<file path="src/rtl/core/dfe_pkg.sv">
package dfe_pkg;

  localparam int unsigned CFG_DATA_W  = 32;
  localparam int unsigned CFG_INDEX_W = 2;

  localparam logic [CFG_INDEX_W-1:0] REG_DELIM_BYTES = 2'd0;
  localparam logic [CFG_INDEX_W-1:0] REG_DELIM_COUNT = 2'd1;
  localparam logic [CFG_INDEX_W-1:0] REG_FIELD_NUM   = 2'd2;
  localparam logic [CFG_INDEX_W-1:0] REG_FIELD_CAP   = 2'd3;

  localparam logic [1:0] KIND_BYTE    = 2'd0;
  localparam logic [1:0] KIND_PAD     = 2'd1;
  localparam logic [1:0] KIND_SUMMARY = 2'd2;

  localparam logic [7:0] NUL_BYTE      = 8'h00;
  localparam logic [7:0] LEN_SATURATED = 8'hFF;
  localparam logic [5:0] CAP_RESET     = 6'd32;
  localparam int unsigned SLOT_LIMIT   = 4;

  typedef enum logic [1:0] {
    PH_COUNT     = 2'd0,
    PH_COPY      = 2'd1,
    PH_SKIP_DONE = 2'd2,
    PH_SKIP_FAIL = 2'd3
  } phase_t;

  typedef struct packed {
    logic hit;
    logic set_empty;
  } match_t;

  typedef struct packed {
    logic [1:0] kind;
    logic [7:0] data;
    logic [7:0] length;
    logic       found;
    logic       last;
  } result_t;

endpackage

</file>
<file path="src/rtl/core/delimited_field_extractor.sv">
// path: an accepted input beat goes through the input register and then the result register to m_*
// throughput: 1 input beat per cycle while results drain; a byte that closes
//   the field holds the input register for (capacity - copied bytes) pad beats
//   plus one summary beat, one result per cycle from the single emit path
// reset: synchronous rst clears the field state, both pipeline registers and
//   the configuration registers (capacity returns to 32, delimiter set empty)
module delimited_field_extractor
  import dfe_pkg::*;
#(
  parameter int unsigned MAX_FIELD_BYTES = 32,
  parameter int unsigned DELIMITER_SLOTS = 4
) (
  input  logic                   clk,
  input  logic                   rst,
  input  logic                   s_tvalid,
  output logic                   s_tready,
  input  logic [7:0]             s_tdata,   // char_in[7:0]
  output logic                   m_tvalid,
  input  logic                   m_tready,
  output logic [23:0]            m_tdata,   // data_byte[7:0], field_length[15:8], found[16]
  output logic [1:0]             m_tuser,   // item_kind[1:0]
  output logic                   m_tlast,
  input  logic                   cfg_valid,
  output logic                   cfg_ready,
  input  logic [CFG_INDEX_W-1:0] cfg_index,
  input  logic [CFG_DATA_W-1:0]  cfg_data
);

  logic [CFG_DATA_W-1:0] delim_bytes;
  logic [2:0]            delim_count;
  logic [7:0]            field_number;
  logic [5:0]            field_capacity;

  logic       in_valid;
  logic [7:0] in_byte;

  logic    out_valid;
  result_t out_res;
  logic    out_take;

  logic    emit;
  logic    done;
  logic    act;
  result_t res;

  assign cfg_ready = 1'b1;

  always_ff @(posedge clk) begin
    if (rst) begin
      delim_bytes    <= '0;
      delim_count    <= 3'd0;
      field_number   <= 8'd0;
      field_capacity <= CAP_RESET;
    end else if (cfg_valid && cfg_ready) begin
      unique case (cfg_index)
        REG_DELIM_BYTES: delim_bytes    <= cfg_data;
        REG_DELIM_COUNT: delim_count    <= cfg_data[2:0];
        REG_FIELD_NUM:   field_number   <= cfg_data[7:0];
        REG_FIELD_CAP:   field_capacity <= cfg_data[5:0];
      endcase
    end
  end

  assign out_take = !out_valid || m_tready;
  assign s_tready = !in_valid || (act && done);

  dfe_ctrl #(
    .MAX_FIELD_BYTES(MAX_FIELD_BYTES),
    .DELIMITER_SLOTS(DELIMITER_SLOTS)
  ) u_ctrl (
    .clk           (clk),
    .rst           (rst),
    .in_valid      (in_valid),
    .in_byte       (in_byte),
    .out_take      (out_take),
    .delim_bytes   (delim_bytes),
    .delim_count   (delim_count),
    .field_number  (field_number),
    .field_capacity(field_capacity),
    .emit          (emit),
    .done          (done),
    .act           (act),
    .res           (res)
  );

  // input register
  always_ff @(posedge clk) begin
    if (rst) begin
      in_valid <= 1'b0;
    end else if (s_tready) begin
      in_valid <= s_tvalid;
    end
  end

  always_ff @(posedge clk) begin
    if (s_tvalid && s_tready) begin
      in_byte <= s_tdata;
    end
  end

  // result register
  always_ff @(posedge clk) begin
    if (rst) begin
      out_valid <= 1'b0;
    end else if (act && emit) begin
      out_valid <= 1'b1;
    end else if (m_tready) begin
      out_valid <= 1'b0;
    end
  end

  always_ff @(posedge clk) begin
    if (act && emit) begin
      out_res <= res;
    end
  end

  assign m_tvalid = out_valid;
  assign m_tdata  = {7'd0, out_res.found, out_res.length, out_res.data};
  assign m_tuser  = out_res.kind;
  assign m_tlast  = out_res.last;

endmodule

</file>
<file path="src/rtl/core/dfe_match.sv">
module dfe_match
  import dfe_pkg::*;
#(
  parameter int unsigned DELIMITER_SLOTS = 4
) (
  input  logic [CFG_DATA_W-1:0] delim_bytes,
  input  logic [2:0]            delim_count,
  input  logic [7:0]            char_byte,
  output match_t                match
);

  localparam int unsigned LIVE = (DELIMITER_SLOTS < SLOT_LIMIT) ? DELIMITER_SLOTS : SLOT_LIMIT;

  logic [3:0] active;

  always_comb begin
    active = ({1'b0, delim_count} > 4'(DELIMITER_SLOTS)) ? 4'(DELIMITER_SLOTS)
                                                         : {1'b0, delim_count};
    match.hit       = 1'b0;
    match.set_empty = 1'b1;
    for (int i = 0; i < LIVE; i++) begin
      if (4'(i) < active) begin
        if (delim_bytes[8*i +: 8] != NUL_BYTE) begin
          match.set_empty = 1'b0;
        end
        if (delim_bytes[8*i +: 8] == char_byte && char_byte != NUL_BYTE) begin
          match.hit = 1'b1;
        end
      end
    end
  end

endmodule

</file>
<file path="src/rtl/core/dfe_ctrl.sv">
module dfe_ctrl
  import dfe_pkg::*;
#(
  parameter int unsigned MAX_FIELD_BYTES = 32,
  parameter int unsigned DELIMITER_SLOTS = 4
) (
  input  logic                  clk,
  input  logic                  rst,
  input  logic                  in_valid,
  input  logic [7:0]            in_byte,
  input  logic                  out_take,
  input  logic [CFG_DATA_W-1:0] delim_bytes,
  input  logic [2:0]            delim_count,
  input  logic [7:0]            field_number,
  input  logic [5:0]            field_capacity,
  output logic                  emit,
  output logic                  done,
  output logic                  act,
  output result_t               res
);

  localparam int unsigned CW = $clog2(MAX_FIELD_BYTES + 1);

  phase_t        phase, phase_next;
  logic [7:0]    seen, seen_next;
  logic [7:0]    bytes, bytes_next;
  logic [CW-1:0] cnt, cnt_next;

  match_t        match;
  logic [CW-1:0] cap;
  logic          eff_copy;
  logic [7:0]    eff_bytes;
  logic [CW-1:0] eff_cnt;
  logic          term;
  logic          clear_run;
  logic [7:0]    seen_inc;

  dfe_match #(
    .DELIMITER_SLOTS(DELIMITER_SLOTS)
  ) u_match (
    .delim_bytes(delim_bytes),
    .delim_count(delim_count),
    .char_byte  (in_byte),
    .match      (match)
  );

  always_comb begin
    cap = ({1'b0, field_capacity} > 7'(MAX_FIELD_BYTES)) ? CW'(MAX_FIELD_BYTES)
                                                         : field_capacity[CW-1:0];
    eff_copy  = (phase == PH_COPY) || (phase == PH_COUNT && seen >= field_number);
    eff_bytes = (phase == PH_COPY) ? bytes : 8'd0;
    eff_cnt   = (phase == PH_COPY) ? cnt : '0;
    term      = (in_byte == NUL_BYTE);
    seen_inc  = seen + 8'd1;

    phase_next = phase;
    seen_next  = seen;
    bytes_next = bytes;
    cnt_next   = cnt;
    clear_run  = 1'b0;
    emit       = 1'b0;
    done       = 1'b1;
    res        = '{kind: KIND_BYTE, data: NUL_BYTE, length: 8'd0, found: 1'b0, last: 1'b0};

    if ((phase == PH_COUNT || phase == PH_COPY) && match.set_empty) begin
      if (term) begin
        emit      = 1'b1;
        res.kind  = KIND_SUMMARY;
        res.last  = 1'b1;
        clear_run = 1'b1;
      end else begin
        phase_next = PH_SKIP_FAIL;
      end
    end else if (eff_copy) begin
      if (term || match.hit) begin
        emit = 1'b1;
        if (eff_cnt < cap) begin
          res.kind   = KIND_PAD;
          done       = 1'b0;
          phase_next = PH_COPY;
          bytes_next = eff_bytes;
          cnt_next   = CW'(eff_cnt + 1'b1);
        end else begin
          res.kind   = KIND_SUMMARY;
          res.length = eff_bytes;
          res.found  = 1'b1;
          res.last   = 1'b1;
          if (term) begin
            clear_run = 1'b1;
          end else begin
            phase_next = PH_SKIP_DONE;
          end
        end
      end else begin
        phase_next = PH_COPY;
        if (eff_cnt < cap) begin
          emit     = 1'b1;
          res.kind = KIND_BYTE;
          res.data = in_byte;
        end
        bytes_next = (eff_bytes == LEN_SATURATED) ? eff_bytes : eff_bytes + 8'd1;
        cnt_next   = (eff_cnt < CW'(MAX_FIELD_BYTES)) ? CW'(eff_cnt + 1'b1) : eff_cnt;
      end
    end else begin
      unique case (phase)
        PH_COUNT: begin
          if (term) begin
            emit      = 1'b1;
            res.kind  = KIND_SUMMARY;
            res.last  = 1'b1;
            clear_run = 1'b1;
          end else if (match.hit) begin
            seen_next = seen_inc;
            if (seen_inc >= field_number) begin
              phase_next = PH_COPY;
              bytes_next = 8'd0;
              cnt_next   = '0;
            end
          end
        end
        PH_SKIP_DONE: begin
          if (term) begin
            clear_run = 1'b1;
          end
        end
        PH_SKIP_FAIL: begin
          if (term) begin
            emit      = 1'b1;
            res.kind  = KIND_SUMMARY;
            res.last  = 1'b1;
            clear_run = 1'b1;
          end
        end
        default: ;
      endcase
    end

    if (clear_run) begin
      phase_next = PH_COUNT;
      seen_next  = 8'd0;
      bytes_next = 8'd0;
      cnt_next   = '0;
    end

    act = in_valid && (out_take || !emit);
  end

  always_ff @(posedge clk) begin
    if (rst) begin
      phase <= PH_COUNT;
      seen  <= 8'd0;
      bytes <= 8'd0;
      cnt   <= '0;
    end else if (act) begin
      phase <= phase_next;
      seen  <= seen_next;
      bytes <= bytes_next;
      cnt   <= cnt_next;
    end
  end

endmodule

</file>
<file path="config.mk">
export PLATFORM = sky130hd
export DESIGN_NAME = delimited_field_extractor
export DESIGN_NICKNAME = d
export VERILOG_FILES = /design/src/rtl/core/dfe_pkg.sv /design/src/rtl/core/delimited_field_extractor.sv /design/src/rtl/core/dfe_match.sv /design/src/rtl/core/dfe_ctrl.sv
export SDC_FILE = /design/constraint.sdc
export NUM_CORES = 1
export LEC_CHECK = 0
export BUFFER_PORTS_ARGS = -buffer_cell sky130_fd_sc_hd__buf_2
export CORE_UTILIZATION = 50
export DETAILED_ROUTE_END_ITERATION = 10
export PLACE_DENSITY = 0.76
export SLEW_MARGIN = 20
export SYNTH_ARGS = -nofsm -noshare
export SYNTH_HDL_FRONTEND = slang
export SYNTH_SLANG_ARGS = --single-unit
</file>
<file path="constraint.sdc">
create_clock -name clk -period 4.6 [get_ports clk]
set_clock_uncertainty 0.05 [all_clocks]
set_input_delay 0.23 -clock clk [delete_from_list [all_inputs] [get_ports clk]]
set_output_delay 0.23 -clock clk [all_outputs]
set_load 0.01 [all_outputs]
</file>
After elaboration in Yosys (flattened, before gate mapping):

Index checks and enable logic that the tools add are counted.

* output and inout bits: 30
* flip-flop bits (word level): 103
* input port bits: 47
* word-level logic and storage cells: 178

* equality and inequality tests: 18
* bitwise gates (word level): 3
* add/subtract/negate cells: 3
* magnitude comparators: 10
* mux-type cells: 80
* reductions and logical operators: 48

Operator list (number)
* $mux W8: 17
* $mux W6: 12
* $mux W2: 22
* $reduce_bool A8 Y1: 5
* $eq A8 B8 Y1: 4
* $mux W1: 28
* $add A8 B1 Y8 const B: 2
* $ge A8 B8 Y1: 2
* $reduce_and A7 Y1: 2
* $reduce_bool A4 Y1: 3
* $logic_and A1 B1 Y1: 10
* $reduce_bool A3 Y1: 3
* $eq A2 B2 Y1 const B: 4
* $eq A8 B8 Y1 const B: 1
* $logic_not A8 Y1: 1
* $ne A4 B4 Y1 const B: 2
* $reduce_and A2 Y1: 4
* $reduce_or A4 Y1: 2
* $add A6 B1 Y6 const B: 1
* $gt A6 B6 Y1 const B: 1
* $logic_or A1 B1 Y1: 6
* $lt A1 B3 Y1 const A: 2
* $lt A2 B3 Y1 const A: 2
* $lt A6 B6 Y1: 1
* other kinds (15): 25

Logic depth before layout (Yosys ltp):

* depth in word-level cells: 20
* gate-level depth with buffers: 15
* mapped depth without buffers: 12

Cells and area by module:

A second synthesis with hierarchy kept.

* cell total of the unflattened synthesis: 633
* area, all modules: 6003.3 um^2

By module, submodules not included
* delimited_field_extractor: sequential area each 1861.8 um^2, times used 1, area each 3116.7 um^2, cells an instance 246
* dfe_ctrl: sequential area each 480.5 um^2, times used 1, area each 2321.0 um^2, cells an instance 313
* dfe_match: sequential area each 0.0 um^2, times used 1, area each 565.5 um^2, cells an instance 74

Worst setup path before layout:

Ideal clock, no wire load.

* path type: register to register
* from: register u_ctrl.phase[1]
* to: register out_res (netlist bit m_tdata[0]), enable pin
* arrival: 3.352 ns
* stages on the path, launching flop included: 12
* clock period less this slack: 3.805 ns
* library setup time: 0.403 ns
* buffers on the path: 2
* slack: 0.795 ns
* data required time: 4.147 ns
* cell sequence: dfxtp_1 inv_1 ha_1 clkbuf_1 buf_1 and2_1 ha_1 o2111ai_1 a31oi_1 o22ai_1 o21ai_0 a21oi_1

* longest elaborated chain between the ends: 11
* elaborated cells on any way between the ends: 19
* those cells by class: 1 x order compare; 2 x eq/ne; 6 x mux; 10 x reduce/logical

RTL lines
* start, declared: line dfe_ctrl.sv:24 `phase_t phase, phase_next;`
* start signal, assigned: line dfe_ctrl.sv:155 `phase <= phase_next;`
* $eq A2 B1 Y1: line dfe_ctrl.sv:50, dfe_ctrl.sv:52, dfe_ctrl.sv:65
* $mux W6: line dfe_ctrl.sv:52 `eff_cnt = (phase == PH_COPY) ? cnt : '0;`
* $lt A6 B6 Y1: line dfe_ctrl.sv:96 `if (eff_cnt < cap) begin`
* $mux W1: line dfe_ctrl.sv:96
* $mux W1: line dfe_ctrl.sv:75 `if (term || match.hit) begin`
* $mux W1: line dfe_ctrl.sv:74 `end else if (eff_copy) begin`
* $mux W1 *: line dfe_ctrl.sv:65 `if ((phase == PH_COUNT || phase == PH_COPY) && match.set_empty) begin`
* $logic_not A1 Y1: line dfe_ctrl.sv:145 `act = in_valid && (out_take || !emit);`
* $logic_or A1 B1 Y1: line dfe_ctrl.sv:145
* $logic_and A1 B1 Y1: line dfe_ctrl.sv:145
* $logic_and A1 B1 Y1 *: line delimited_field_extractor.sv:113 `if (act && emit) begin`
* end signal, assigned: line delimited_field_extractor.sv:114 `out_res <= res;`
* end, declared: line delimited_field_extractor.sv:38 `result_t out_res;`

Mark *: on every way between the ends. The rest lies on a longest branch, timed or not.
A chain may end at the register's enable or synchronous reset.

Final worst setup path:

* from: register in_byte[6]
* to: output s_tready

* longest elaborated chain between the ends: 19
* elaborated cells on any way between the ends: 32
* those cells by class: 4 x eq/ne; 16 x mux; 12 x reduce/logical

RTL lines
* start, declared: line delimited_field_extractor.sv:35 `logic [7:0] in_byte;`
* start signal, assigned: line delimited_field_extractor.sv:97 `in_byte <= s_tdata;`
* $eq A8 B8 Y1 or $reduce_bool A8 Y1 (tied branches): line dfe_match.sv:26 `if (delim_bytes[8*i +: 8] == char_byte && char_byte != NUL_BYTE) begin`
* $logic_and A1 B1 Y1: line dfe_match.sv:26
* $mux W1: line dfe_match.sv:26
* $mux W2: line dfe_match.sv:22 `if (4'(i) < active) begin`
* $mux W1: line dfe_match.sv:26
* $mux W2: line dfe_match.sv:22
* $mux W1: line dfe_match.sv:26
* $mux W2: line dfe_match.sv:22
* (+3 left out)
* $mux W1: line dfe_ctrl.sv:75
* $mux W1: line dfe_ctrl.sv:74
* $mux W1: line dfe_ctrl.sv:65
* $logic_not A1 Y1: line dfe_ctrl.sv:145
* $logic_or A1 B1 Y1: line dfe_ctrl.sv:145
* $logic_and A1 B1 Y1: line dfe_ctrl.sv:145
* $logic_and A1 B1 Y1 *: line delimited_field_extractor.sv:65 `assign s_tready = !in_valid || (act && done);`
* $logic_or A1 B1 Y1 *: line delimited_field_extractor.sv:65
* end, declared: line delimited_field_extractor.sv:16 `output logic s_tready,`

Marks and branches as above.

==> results.py <==
metrics = {
    "synth": {
        "synth_edf_count": 27,
        "synth_seq_cells": 102,
        "syn-instance-count": 624,
        "yosysSeqAreaShare": 0.408,
        "ys_types": 72,
        "async_reset_ff_frac": 0,
        "avgSynthCellArea_um2": 9.08,
        "synth_flop_cell": "dfxtp_1",
        "yosysWarnings": 0,
        "syn-cell-area_um2": 5660,
    },
    "finish": {
        "mostFrequentLayoutCells": "nand2_1 (98), dfxtp_1 (75), buf_2 (68)",
        "layout-drive-gt1-share": 0.165,
        "instances_no_fill": 819,
        "area_growth_pct": 11.8,
        "seqCellArea_um2": 2310,
        "stdcell_area_um2": 6330,
        "multi_input_area_um2": 3050,
        "antennaDiodeCount": 0,
        "finalNetCount": 749,
        "fillers": 971,
        "fin_util": 0.579,
        "layout_commonest_cell": "nand2_1",
    },
    "clock_network": {
        "htree_levels": 3,
        "tritoncts": "yes",
        "cts.clk_slew.worst_paths_ps": 80,
        "clock_path_buffers": 2,
        "cts_root_buf": "clkbuf_16",
        "clock_sinks": 102,
        "clk-insertion-delay-late_ps": 350,
        "numCtsBuffers": 9,
        "ctsResizeCount": 0,
    },
    "global_route": {
        "first_global_vias": 4494,
        "antenna_found_initial": 0,
        "overflow": 0,
        "grt_pass1_wl_um": 22100,
        "grt_use_total": 0.245,
        "grt_max_degree": 72,
    },
    "floorplanning": {
        "rows": 38,
        "ios": 77,
        "initial_core_util": 0.518,
        "core_area_um2": 10900,
        "die_area_um2": 11800,
        "die_h_um": 108,
        "die_x_um": 108,
    },
    "timing": {
        "final.min_clock_period_ps": 3600,
        "relSlewSlack": 0.395,
        "finalHoldViolations": 0,
        "rsz0062_at_grt": "false",
        "finalSetupViolCount": 0,
        "timing.fmax_mhz": 278,
        "worst_slew_pin_slew_ps": 900,
        "setup-tns-final_ps": 0,
        "min_period_over_period": 0.782,
        "drv_slew": 0,
    },
    "worst_setup_path": {
        "timing.rr.start": "u_ctrl.seen[2]",
        "cp.required_ps": 4320,
        "cp-endpoint": "s_tready",
        "setup.worst_path.class": "register to output pin",
        "worstPathArrival_ps": 3320,
        "r2r_cells": 11,
        "crit_fanout": 11,
        "cp-startpoint": "in_byte[6]",
        "start_kind": "register",
        "r2r_slack_ps": 1050,
        "cp-end-kind": "output pin",
        "r2r_end": "u_ctrl.bytes[5]",
    },
    "power": {
        "ir_worst_vdd_mv": 0.196,
        "power_leakage_nw": 2.59,
        "power.density_nw_per_um2": 330,
        "power_w": 0.00209,
    },
    "routing": {
        "wl_um": 14000,
        "wl_per_cell_um": 17.1,
        "viasPerCell": 5.80,
        "num_vias": 4748,
        "drc": 0,
        "first_iter_violations": 285,
        "drtPass1Iterations": 4,
        "drtAntennaViolNets": 0,
    },
    "placed_design": {
        "dpl_cell_area_um2": 6000,
        "routabilityCongestion": 0.992,
        "port_buffers": 68,
        "dp_cells": 801,
        "dp_hpwl_um": 10400,
    },
    "job": {
        "maxCapViolations": 0,
    },
    "run_status": {
        "outcome": "finished clean",
    },
    "min_path": {
        "min_path_type": "input pin to register",
    },
}
## cell type report
class,count,share of cell area
Sequential cell,102,0.365
Tap cell,140,0.0277
Timing Repair Buffer,75,0.0628
Inverter,24,0.0142
Clock inverter,7,0.0136
Multi-Input combinational cell,462,0.481
Clock buffer,9,0.0356
## layer usage
layer	share of wire	track usage	vias up
met2	0.48	0.394	187
met4	0.022	0.0878	0
met3	0.066	0.0476	27
met1	0.43	0.325	2243
met5	0	0	-
li1	-	-	2291
## metrics by stage
step / hold WS, ps / setup WS, ps
CTS: 4.59 / 1080
global route: 2.68 / 762
floorplan: 279 / 795
detailed placement: 362 / 1110
finish: 8.05 / 1000
global placement: 363 / 1140
## kinds of logic after synthesis
group,share of synthesized area
buffers and inverters,0.0592
flip-flops,0.408
multiplexers,0.0391
other,0.00133
AND/OR/NAND/NOR,0.214
XOR/XNOR,0.0663
AO/OA/AOI/OAI,0.150
adder cells (fa/ha/maj),0.0619
## worst min-delay path by stage
stage | end | slack, ps | start | cells after the start
5_1_grt | in_byte[6] | 3 | s_tdata[6] | 1
4_1_cts | in_byte[6] | 5 | s_tdata[6] | 1
6_report | in_byte[6] | 8 | s_tdata[6] | 1
3_3_place_gp | in_byte[6] | 360 | s_tdata[6] | 1
2_1_floorplan | in_byte[0] | 280 | s_tdata[0] | 0
3_5_place_dp | in_byte[2] | 360 | s_tdata[2] | 1
## state kept, by name (all words and copies together), names as in the netlist
name / cells
delim_bytes: 32
m_tdata: 17
field_number: 8
in_byte: 8
u_ctrl.bytes: 8
u_ctrl.seen: 8
field_capacity: 6
u_ctrl.cnt: 6
delim_count: 3
u_ctrl.phase: 2
in_valid: 1
m_tlast: 1
m_tuser: 1
m_tvalid: 1
## critical path, cell delays in order, from the launching register on
cell and delay (ps):
edfxtp_1 550, xnor2_1 210, nand3_1 130, nor4_1 80
nor4_2 790, nand2_1 420, and3_1 320, o21ai_0 230
buf_2 220
## synth_stat cells (all sizes together) (18+ instances only)
master	count	area, um2
inv	23	86.3
edfxtp	27	811
xnor2	31	272
nand3	21	105
clkbuf	22	82.6
ha	28	350
a21oi	56	280
nor2	33	124
mux2i	21	210
dfxtp	75	1500
buf	20	163
nand2	98	368
and2	21	134
nor4	18	140
## where the power goes
group	internal, W	switching [W]	leakage, nW
Clock	0.000433	0.000359	0.154
Combinational	0.000123	0.000188	1.55
Sequential	0.000952	0.0000353	0.883
Total	0.00151	0.000582	2.59
## repair_timing
item,in CTS,in global routing
buffers inserted,0,0
hold endpoints to repair,2,0
hold buffers,2,0
(Power assumes the default switching activity.)
